--- config.mk ---
export PLATFORM = sky130hd
export DESIGN_NAME = soft_light_blend_unit
export DESIGN_NICKNAME = d
export VERILOG_FILES = /design/src/rtl/slb_pkg.sv /design/src/rtl/slb_channel.sv /design/src/rtl/soft_light_blend_unit.sv
export SDC_FILE = /design/constraint.sdc
export NUM_CORES = 2
export LEC_CHECK = 0
export ABC_AREA = 1
export BUFFER_PORTS_ARGS = -buffer_cell sky130_fd_sc_hd__buf_2
export CAP_MARGIN = 0
export CORE_UTILIZATION = 60
export CTS_CLUSTER_DIAMETER = 40
export DETAILED_ROUTE_END_ITERATION = 8
export PLACE_DENSITY = 0.76
export SYNTH_ARGS = -nofsm -noshare
export SYNTH_HDL_FRONTEND = slang
export SYNTH_HIERARCHICAL = 1
export SYNTH_SLANG_ARGS = --single-unit
--- constraint.sdc ---
create_clock -name clock -period 9 [get_ports clock]
set_input_delay 0.9 -clock clock [delete_from_list [all_inputs] [get_ports clock]]
set_output_delay 0.9 -clock clock [all_outputs]
set_load 0.05 [all_outputs]
--- src/rtl/slb_pkg.sv ---
// Shared types, constants and the square-root step for the soft-light blend unit.
// No dependencies; every other file imports this package.
package slb_pkg;

   localparam int unsigned STAGES = 5;

   localparam logic [7:0] PIX_HALF = 8'd128;
   localparam logic [7:0] PIX_FULL = 8'd255;

   // Exact floor(x/255): x*RECIP_WIDE >> 32 for x < 2^24, x*RECIP_NARROW >> 24 for x < 2^16
   localparam logic [24:0] RECIP_WIDE   = 25'd16843010;
   localparam logic [16:0] RECIP_NARROW = 17'd65794;

   typedef struct packed {
      logic [STAGES-1:0] load;
   } slb_stage_en_type;

   typedef struct packed {
      logic [9:0] rem;
      logic [7:0] root;
   } slb_sqrt_type;

   // One restoring square-root digit: bring down two radicand bits
   function automatic slb_sqrt_type sqrt_step(slb_sqrt_type cur, logic [1:0] pair);
      logic [11:0]  acc;
      logic [11:0]  trial;
      slb_sqrt_type nxt;
      acc   = {cur.rem, pair};
      trial = {2'b00, cur.root, 2'b01};
      if (acc >= trial) begin
         nxt.rem  = 10'(acc - trial);
         nxt.root = {cur.root[6:0], 1'b1};
      end else begin
         nxt.rem  = acc[9:0];
         nxt.root = {cur.root[6:0], 1'b0};
      end
      return nxt;
   endfunction

endpackage

--- src/rtl/slb_channel.sv ---
// Five-stage datapath that blends one color channel in soft-light mode.
// Uses slb_pkg for constants, the stage-load struct and the square-root step.
module slb_channel import slb_pkg::*; (
   input  logic             clock,
   input  slb_stage_en_type stage_en,
   input  logic [7:0]       image,
   input  logic [7:0]       overlay,
   output logic [7:0]       blend
);

   // stage 1: decode overlay, linear term, square
   logic        low_in, mid_in, dec_in;
   logic [8:0]  twob;
   logic [7:0]  m_in, t1_mul, y_in, t1_in;
   logic [15:0] t1_prod, sq_in;

   logic        s1_low_ff, s1_dec_ff;
   logic [7:0]  s1_t1_ff, s1_y_ff;
   logic [15:0] s1_sq_ff;

   always_comb begin
      low_in  = overlay <= PIX_HALF;
      mid_in  = overlay == PIX_HALF;
      twob    = {overlay, 1'b0};
      m_in    = low_in ? 8'({1'b0, PIX_FULL} - twob) : 8'(twob - {1'b0, PIX_FULL});
      t1_mul  = low_in ? overlay : 8'(PIX_FULL - overlay);
      t1_prod = 16'(image) * 16'(t1_mul);
      t1_in   = t1_prod[14:7];
      sq_in   = low_in ? 16'(image) * 16'(image) : 16'(m_in) * 16'(m_in);
      y_in    = mid_in ? 8'd0 : (low_in ? m_in : image);
      dec_in  = mid_in && (image != 8'd0);
   end

   always_ff @(posedge clock) begin
      if (stage_en.load[0]) begin
         s1_low_ff <= low_in;
         s1_dec_ff <= dec_in;
         s1_t1_ff  <= t1_in;
         s1_y_ff   <= y_in;
         s1_sq_ff  <= sq_in;
      end
   end

   // stage 2: cubic numerator
   logic [23:0] n_in;
   logic        s2_low_ff, s2_dec_ff;
   logic [7:0]  s2_t1_ff;
   logic [23:0] s2_n_ff;

   assign n_in = 24'(s1_sq_ff) * 24'(s1_y_ff);

   always_ff @(posedge clock) begin
      if (stage_en.load[1]) begin
         s2_low_ff <= s1_low_ff;
         s2_dec_ff <= s1_dec_ff;
         s2_t1_ff  <= s1_t1_ff;
         s2_n_ff   <= n_in;
      end
   end

   // stage 3: first divide by 255
   logic [48:0] q1_prod;
   logic [15:0] q1_in;
   logic        s3_low_ff, s3_dec_ff;
   logic [7:0]  s3_t1_ff;
   logic [15:0] s3_q1_ff;

   assign q1_prod = 49'(s2_n_ff) * 49'(RECIP_WIDE);
   assign q1_in   = q1_prod[47:32];

   always_ff @(posedge clock) begin
      if (stage_en.load[2]) begin
         s3_low_ff <= s2_low_ff;
         s3_dec_ff <= s2_dec_ff;
         s3_t1_ff  <= s2_t1_ff;
         s3_q1_ff  <= q1_in;
      end
   end

   // stage 4: second divide by 255, upper square-root digits
   logic [32:0]  q2_prod;
   logic [7:0]   q2_in;
   slb_sqrt_type sq_hi_in;
   logic         s4_low_ff, s4_dec_ff;
   logic [7:0]   s4_t1_ff, s4_q2_ff, s4_lo_bits_ff;
   slb_sqrt_type s4_sqrt_ff;

   assign q2_prod = 33'(s3_q1_ff) * 33'(RECIP_NARROW);
   assign q2_in   = q2_prod[31:24];

   always_comb begin
      slb_sqrt_type acc;
      acc = '0;
      for (int i = 3; i >= 0; i--) begin
         acc = sqrt_step(acc, s3_q1_ff[8 + 2*i +: 2]);
      end
      sq_hi_in = acc;
   end

   always_ff @(posedge clock) begin
      if (stage_en.load[3]) begin
         s4_low_ff     <= s3_low_ff;
         s4_dec_ff     <= s3_dec_ff;
         s4_t1_ff      <= s3_t1_ff;
         s4_q2_ff      <= q2_in;
         s4_lo_bits_ff <= s3_q1_ff[7:0];
         s4_sqrt_ff    <= sq_hi_in;
      end
   end

   // stage 5: lower square-root digits, sum and saturate
   logic [7:0] root;
   logic [7:0] t2;
   logic [8:0] sum;
   logic [7:0] blend_in;
   logic [7:0] blend_ff;

   always_comb begin
      slb_sqrt_type acc;
      acc = s4_sqrt_ff;
      for (int i = 3; i >= 0; i--) begin
         acc = sqrt_step(acc, s4_lo_bits_ff[2*i +: 2]);
      end
      root = acc.root;
   end

   always_comb begin
      t2       = s4_low_ff ? s4_q2_ff : root;
      sum      = 9'(s4_t1_ff) + 9'(t2) - 9'(s4_dec_ff);
      blend_in = sum[8] ? PIX_FULL : sum[7:0];
   end

   always_ff @(posedge clock) begin
      if (stage_en.load[4]) begin
         blend_ff <= blend_in;
      end
   end

   assign blend = blend_ff;

endmodule

--- src/rtl/soft_light_blend_unit.sv ---
// Top level of the soft-light blend unit: stage valid bits, stall chain, three channels.
// Depends on slb_pkg and slb_channel.
//
//   port group   dir   payload                          handshake
//   req_         in    image_ch0..2, overlay_ch0..2     req_valid / req_stall
//   rsp_         out   blend_ch0..2                     rsp_valid / rsp_stall
//
// One pixel per clock while rsp_stall is low; the multiply, double divide-by-255
// and 8-digit square-root chain is spread over five stages.
// Reset clears the stage valid bits only.
// A stall at the output backs up stage by stage; empty stages still load, so
// req_stall rises only once every stage holds a request.
module soft_light_blend_unit import slb_pkg::*; (
   input  logic       clock,
   input  logic       reset,
   input  logic       req_valid,
   output logic       req_stall,
   input  logic [7:0] req_image_ch0,
   input  logic [7:0] req_image_ch1,
   input  logic [7:0] req_image_ch2,
   input  logic [7:0] req_overlay_ch0,
   input  logic [7:0] req_overlay_ch1,
   input  logic [7:0] req_overlay_ch2,
   output logic       rsp_valid,
   input  logic       rsp_stall,
   output logic [7:0] rsp_blend_ch0,
   output logic [7:0] rsp_blend_ch1,
   output logic [7:0] rsp_blend_ch2
);

   logic [STAGES-1:0] valid_ff, valid_in;
   logic [STAGES:0]   ready;
   slb_stage_en_type  stage_en;

   always_comb begin
      ready[STAGES] = !rsp_stall;
      for (int k = STAGES - 1; k >= 0; k--) begin
         ready[k] = !valid_ff[k] || ready[k+1];
      end
   end

   always_comb begin
      stage_en.load = ready[STAGES-1:0];
      if (ready[0]) begin
         valid_in[0] = req_valid;
      end else begin
         valid_in[0] = valid_ff[0];
      end
      for (int k = 1; k < STAGES; k++) begin
         if (ready[k]) begin
            valid_in[k] = valid_ff[k-1];
         end else begin
            valid_in[k] = valid_ff[k];
         end
      end
   end

   always_ff @(posedge clock) begin
      if (reset) begin
         valid_ff <= '0;
      end else begin
         valid_ff <= valid_in;
      end
   end

   assign req_stall = !ready[0];
   assign rsp_valid = valid_ff[STAGES-1];

   slb_channel u_ch0 (
      .clock    (clock),
      .stage_en (stage_en),
      .image    (req_image_ch0),
      .overlay  (req_overlay_ch0),
      .blend    (rsp_blend_ch0)
   );

   slb_channel u_ch1 (
      .clock    (clock),
      .stage_en (stage_en),
      .image    (req_image_ch1),
      .overlay  (req_overlay_ch1),
      .blend    (rsp_blend_ch1)
   );

   slb_channel u_ch2 (
      .clock    (clock),
      .stage_en (stage_en),
      .image    (req_image_ch2),
      .overlay  (req_overlay_ch2),
      .blend    (rsp_blend_ch2)
   );

`ifndef NO_ASSERTIONS
   a_stall_only_full: assert property (@(posedge clock) disable iff (reset)
      req_stall |-> (&valid_ff))
      else $error("input stalled while a stage is empty");

   a_accept_enters: assert property (@(posedge clock) disable iff (reset)
      (req_valid && !req_stall) |=> valid_ff[0])
      else $error("accepted request did not enter the first stage");

   a_fill_rate: assert property (@(posedge clock) disable iff (reset)
      $countones(valid_ff) <= $past($countones(valid_ff)) + 1)
      else $error("pipeline occupancy grew by more than one request");

   a_drain: assert property (@(posedge clock) disable iff (reset)
      (rsp_valid && !rsp_stall && !valid_ff[STAGES-2]) |=> !rsp_valid)
      else $error("result repeated after delivery");
`endif

endmodule

# ---- Yosys cells after proc, flatten, opt, wreduce, memory -nomap -nowiden
# Cells that the tools add are included.
dict set report op_classes {
  n_addsub 36
  n_mul 18
  reduce_logical 18
  order_cmp 27
  n_eq_ne 3
  muxes 39
}
# cell n
set ops {}
lappend ops {{18-bit two-way mux} 21}
lappend ops {{12-bit by 10-bit >= comparator with 1-bit output} 21}
lappend ops {{10-bit subtractor} 18}
lappend ops {{24-bit by 24-bit multiplier with 47-bit output, second input constant} 3}
lappend ops {{8-bit by 8-bit multiplier with 16-bit output} 6}
lappend ops {{8-bit two-way mux} 12}
lappend ops {{16-bit by 16-bit multiplier with 31-bit output, second input constant} 3}
lappend ops {{16-bit by 8-bit multiplier with 24-bit output} 3}
lappend ops {{16-bit two-way mux} 3}
lappend ops {{8-bit subtractor, first input constant} 6}
lappend ops {{8-bit by 8-bit multiplier with 15-bit output} 3}
lappend ops {{8-bit by 8-bit adder with 9-bit output} 3}
lappend ops {{9-bit by 1-bit subtractor with 9-bit output} 3}
lappend ops {{8-bit equality test, second input constant} 3}
lappend ops {{8-bit less-or-equal comparator, second input constant} 3}
lappend ops {{8-bit nonzero test} 3}
lappend ops {{8-bit subtractor, second input constant} 3}
lappend ops {{2-bit by 1-bit subtractor with 3-bit output, second input constant} 3}
lappend ops {{1-bit zero test} 7}
lappend ops {{2-bit by 1-bit >= comparator with 1-bit output, second input constant} 3}
lappend ops {{1-bit logical OR} 5}
lappend ops {{1-bit logical AND} 3}
lappend ops {{1-bit two-way mux} 3}
dict set report totals {
  register_bits 443
  word_cells 209
  input_bits 52
  out_inout_bits 26
}

# ---- Depth between registers and ports, before layout
dict set report depth {
  depth_word 11
  ltp_mapped 55
  ltp_nobuf 53
}

# ---- Hierarchy
# The synthesis kept the hierarchy.
# module area_per_inst_um2 n_inst cells_each seq_area_each_um2
set modules_own_cells {}
lappend modules_own_cells {{slb_channel at u_ch0} 20840.0 1 2432 4234.1}
lappend modules_own_cells {{slb_channel at u_ch2} 20698.6 1 2419 4234.1}
lappend modules_own_cells {{slb_channel at u_ch1} 20671.1 1 2412 4234.1}
lappend modules_own_cells {soft_light_blend_unit 193.9 1 22 100.1}

# ---- Least setup slack after synthesis
# OpenSTA, ideal clock, no wires.
dict set report synth_timing {
  kind {register -> register}
  startpoint {register u_ch0/s4_sqrt_ff[3] (netlist bit)}
  endpoint {register u_ch0.blend_ff[5], in the netlist u_ch0/blend[5], data pin}
  arrival_ns 7.154
  path_stages_with_launch 53
  setup_time_ns 0.281
  slack_ns 1.564
  path_buffers 2
  required_time_ns 8.719
  cell_sequence {edfxtp_1 -> inv_1 -> ha_1 -> nand2_1 -> nand2_1 -> nor2_2 -> nand2_2 -> nor2_4 -> buf_2 -> o21ai_0 -> ha_1 -> inv_1 -> nor2_1 -> nand2_2 -> nor2_1 -> nor2_4 -> nand3_2 -> clkinv_1 -> (+17 left out) -> a211oi_1 -> nand2_1 -> nand2_1 -> nand2_1 -> nand2_1 -> ha_1 -> inv_1 -> ha_1 -> inv_1 -> fa_1 -> o21ai_0 -> a21oi_1 -> nor2_1 -> nor2_1 -> o21ai_0 -> a21oi_1 -> xor2_1 -> o21ai_0}
}
dict set report synth_via {
  elab_chain_len 11
  word_cells_on_any_way 14
}
# element line
set synth_lines {}
lappend synth_lines {{start: declaration} slb_channel.sv:86} ;# slb_sqrt_type s4_sqrt_ff;
lappend synth_lines {{start signal: assignment} slb_channel.sv:107} ;# s4_sqrt_ff <= sq_hi_in;
lappend synth_lines {{10-bit subtractor / 12-bit by 10-bit >= comparator with 1-bit output (equally long branches)} {slb_pkg.sv:31, slb_pkg.sv:30}}
lappend synth_lines {{18-bit two-way mux (*)} slb_pkg.sv:30} ;# if (acc >= trial) begin
lappend synth_lines {{10-bit subtractor / 12-bit by 10-bit >= comparator with 1-bit output (equally long branches)} {slb_pkg.sv:31, slb_pkg.sv:30}}
lappend synth_lines {{18-bit two-way mux (*)} slb_pkg.sv:30}
lappend synth_lines {{10-bit subtractor / 12-bit by 10-bit >= comparator with 1-bit output (equally long branches)} {slb_pkg.sv:31, slb_pkg.sv:30}}
lappend synth_lines {{18-bit two-way mux (*)} slb_pkg.sv:30}
lappend synth_lines {{12-bit by 10-bit >= comparator with 1-bit output} slb_pkg.sv:30}
lappend synth_lines {{1-bit two-way mux} slb_pkg.sv:30}
lappend synth_lines {{8-bit two-way mux (*)} slb_channel.sv:128} ;# t2 = s4_low_ff ? s4_q2_ff : root;
lappend synth_lines {{8-bit by 8-bit adder with 9-bit output (*)} slb_channel.sv:129} ;# sum = 9'(s4_t1_ff) + 9'(t2) - 9'(s4_dec_ff);
lappend synth_lines {{9-bit by 1-bit subtractor with 9-bit output (*)} slb_channel.sv:129}
lappend synth_lines {{end signal: assignment} slb_channel.sv:135} ;# blend_ff <= blend_in;
lappend synth_lines {{end: declaration} slb_channel.sv:116} ;# logic [7:0] blend_ff;
# Mark *: on every way between the ends. The rest lies on a longest branch, timed or not.
# A chain may end at the register's enable or synchronous reset.

# ---- Worst setup path after layout
dict set report layout_timing {
  startpoint {register u_ch0/s4_sqrt_ff[1] (netlist bit)}
  endpoint {register u_ch0.blend_ff[7], in the netlist u_ch0/blend[7], data pin}
}
# The elaborated chain is that of the path after synthesis.

==> flow_summary.ini <==
[run_status]
run_status = complete, no violations

[placement]
post-dp-hpwl_mm = 109
numPlacedInstances = 8607
io_buffer_count = 77
finalWeightedCongestion = 0.905
dpl_cell_area_mm2 = 0.0641
detailedPlace.worstSlack_ns = 0.279

[cells_and_area]
final_cell_mix = 1529 x inv_1, 1446 x nand2_1, 1275 x ha_1, 531 x fa_1, 456 x nor2_1
layout-drive-gt1-share_pct = 5.04
insertedDiodeCount = 0
layout_commonest_cell = inv_1
final_cell_count_no_fill = 8723
area_delta_synth_final_pct = 6.09
finalNetCount = 9164
finalInstanceArea_mm2 = 0.0662

[worst_hold_path]
hold_end = u_ch2/s3_t1_ff[7]
hold-path-cell-count = 0
worst_hold_startpoint = u_ch2/s2_t1_ff[7]
worstHoldPathType = flip-flop to flip-flop

[critical_path]
cp.required_ns = 9.36
timing.rr.end = u_ch0/blend[7]
setup.worst_path.end_class = flip-flop
critical_path_at_ns = 8.72
worst-setup-path-type = flip-flop to flip-flop
crit_path_max_incr_delay_ns = 0.43
timing.reg2reg.worst_path_depth = 49
worst_path_most_repeated_cell = ha_1
kind_of_start_point_of_the_critical_path = flip-flop
regToRegStartpoint = u_ch0/s4_sqrt_ff[1]
timing.critical_path.fanout_max = 13
crit_path_top_delay_cell = ha_1
reg2reg_setup_slack_ns = 0.64

[route]
drt-pass1-iter-count = 6
drcViolationCount = 0
dr.first_iter.drc_count = 2905
via_count = 46600
viasPerCell = 5.34
detail-route-antenna-nets = 0
wire_per_inst_um = 15.2
wl_mm = 132

[logic_synthesis]
proportion_of_netlist_area_held_by_the_largest_area_contributor_pct = 25.6
post-synth-top-area-cell = ha_1
synth-seq-area-share_pct = 20.5
postSynth.topFlopCell = edfxtp_1
synth_edf_count = 423
synthesis.instances = 7285
synthDistinctLibCells = 82
synth_top_cells_by_area = ha_1 26%, edfxtp_1 20%, fa_1 17%
asyncSetResetFlopFracSynth_pct = 0
post_synth.cell_area_avg_um2 = 8.57
synth-warning-count = 6
syn_nets = 9143
synth_area_mm2 = 0.0624
synth_seq_cells = 428

[clocking]
clockRootBuffer = clkbuf_16
clock_tree.htree_level_count = 2
tritoncts_num_sinks = 428
clock_latency_ns = 0.64
cts_tree = done
cts_made_buffers = 58
cts_buffer_depth = 3
path_clk_slew_ns = 0.06

[run]
max-cap-violations = 0

[timing]
fmaxAchievable_mhz = 120
finalHoldViolCount = 0
fin_skew_ns = 0.0260
setup_ws_ns = 0.644
worst_slew_pin_slew_ns = 1.08
layout_worst_path_cycle_share_pct = 92.8
fin_crit_period_ns = 8.36
finalSetupViolations = 0
slew_headroom_pct = 28.2
final.hold.worst_slack_ns = 0.403
number_of_slew_limit_violations_in_the_final_report = 0

[global_routing]
antenna_found_initial = 2
aggregate_global_routing_overflow = 0
grt_pass1_wl_mm = 224
grt_max_degree = 81
via_count_of_the_first_global_routing_pass = 47500
track_usage_pct = 25.5

[floorplanning]
dieHeight_um = 325
dieArea_mm2 = 0.105
core_region_area_mm2 = 0.102
floorplan.io_pins = 78
die_width_um = 325
initial_utilization_pct = 60.9
std_cell_rows = 117
## through the flow
stage | utilization (%) | setup TNS (ns)
finish | 64.6 | 0
global route | 64.6 | -0.00464
CTS | 64.5 | 0
detailed placement | 62.5 | 0
global placement | 62.5 | 0
floorplan | - | 0
## synth_stat cells (29+ instances only)
master,n
nand2_1,1447
nor3_1,32
nand2_2,32
a21oi_1,334
clkbuf_1,122
fa_1,531
ha_1,1275
nand4_1,43
edfxtp_1,423
nor2_1,457
inv_1,1531
xnor2_1,85
o21ai_1,29
o21ai_0,228
nand3_1,162
xor2_1,200
## layer usage
metal | GRT usage [%] | routed length, um
met1 | 34.7 | 60900
met2 | 43.6 | 62300
met3 | 2.81 | 6520
met4 | 6.07 | 2440
met5 | 0 | 0
## final cells by class
cell class              count  area, um2
repair inverters            1       5.00
repair buffers            101        566
flip-flops and latches    428      12800
well taps                1368       1710
fillers                  8523      36300
clock inverters            39        531
multi-input cells        5147      43200
inverters                1569       5910
clock buffers              70       1500
## kinds of logic after synthesis
family / after synthesis / share of synthesized area [%]
and+or+nand+nor: 2282 / 15.4
adders and majority gates: 1806 / 42.6
buffers and inverters: 1710 / 10.4
AOI/OAI and AO/OA: 766 / 6.94
DFF: 428 / 20.5
xor gates and xnor gates: 290 / 4.15
other: 3 / 0.0180
## state kept, by name, indices dropped and copies added, names as in the netlist, 14 cells and up, named ones only
signal            count
u_ch0/s2_n_ff        24
u_ch1/s2_n_ff        24
u_ch2/s2_n_ff        24
u_ch0/s3_q1_ff       16
u_ch1/s3_q1_ff       16
u_ch2/s3_q1_ff       16
u_ch0/s1_sq_ff       14
u_ch0/s4_sqrt_ff     14
u_ch1/s1_sq_ff       14
u_ch1/s4_sqrt_ff     14
u_ch2/s1_sq_ff       14
u_ch2/s4_sqrt_ff     14
## worst max path at each step
stage | from | endpoint | cells after the start
floorplan | u_ch0/s4_sqrt_ff[3] | u_ch0/blend[5] | 52
detailed placement | u_ch1/s4_sqrt_ff[3] | u_ch1/blend[5] | 48
global route | u_ch0/s4_sqrt_ff[1] | u_ch0/blend[7] | 50
finish | u_ch0/s4_sqrt_ff[1] | u_ch0/blend[7] | 49
global placement | u_ch1/s4_sqrt_ff[3] | u_ch1/blend[5] | 48
CTS | u_ch0/s4_sqrt_ff[2] | u_ch0/blend[7] | 48
## worst max-delay path: cells and delay by family (launching register included)
family,cells,cell delay (ns)
buffers and inverters,8,1.06
AOI/OAI and AO/OA,8,1.22
adders and majority gates,7,2.02
and+or+nand+nor,25,3.27
DFF,1,0.37
xor gates and xnor gates,1,0.15
## repair_timing
action	in CTS	in global routing
setup endpoints to repair	0	24
gates resized for setup	0	18
setup buffers	0	6
hold buffers	0	0
Power is left out: the tool's default activity adds up to more than one toggle a clock period on the data nets, which glitch-free logic cannot reach.
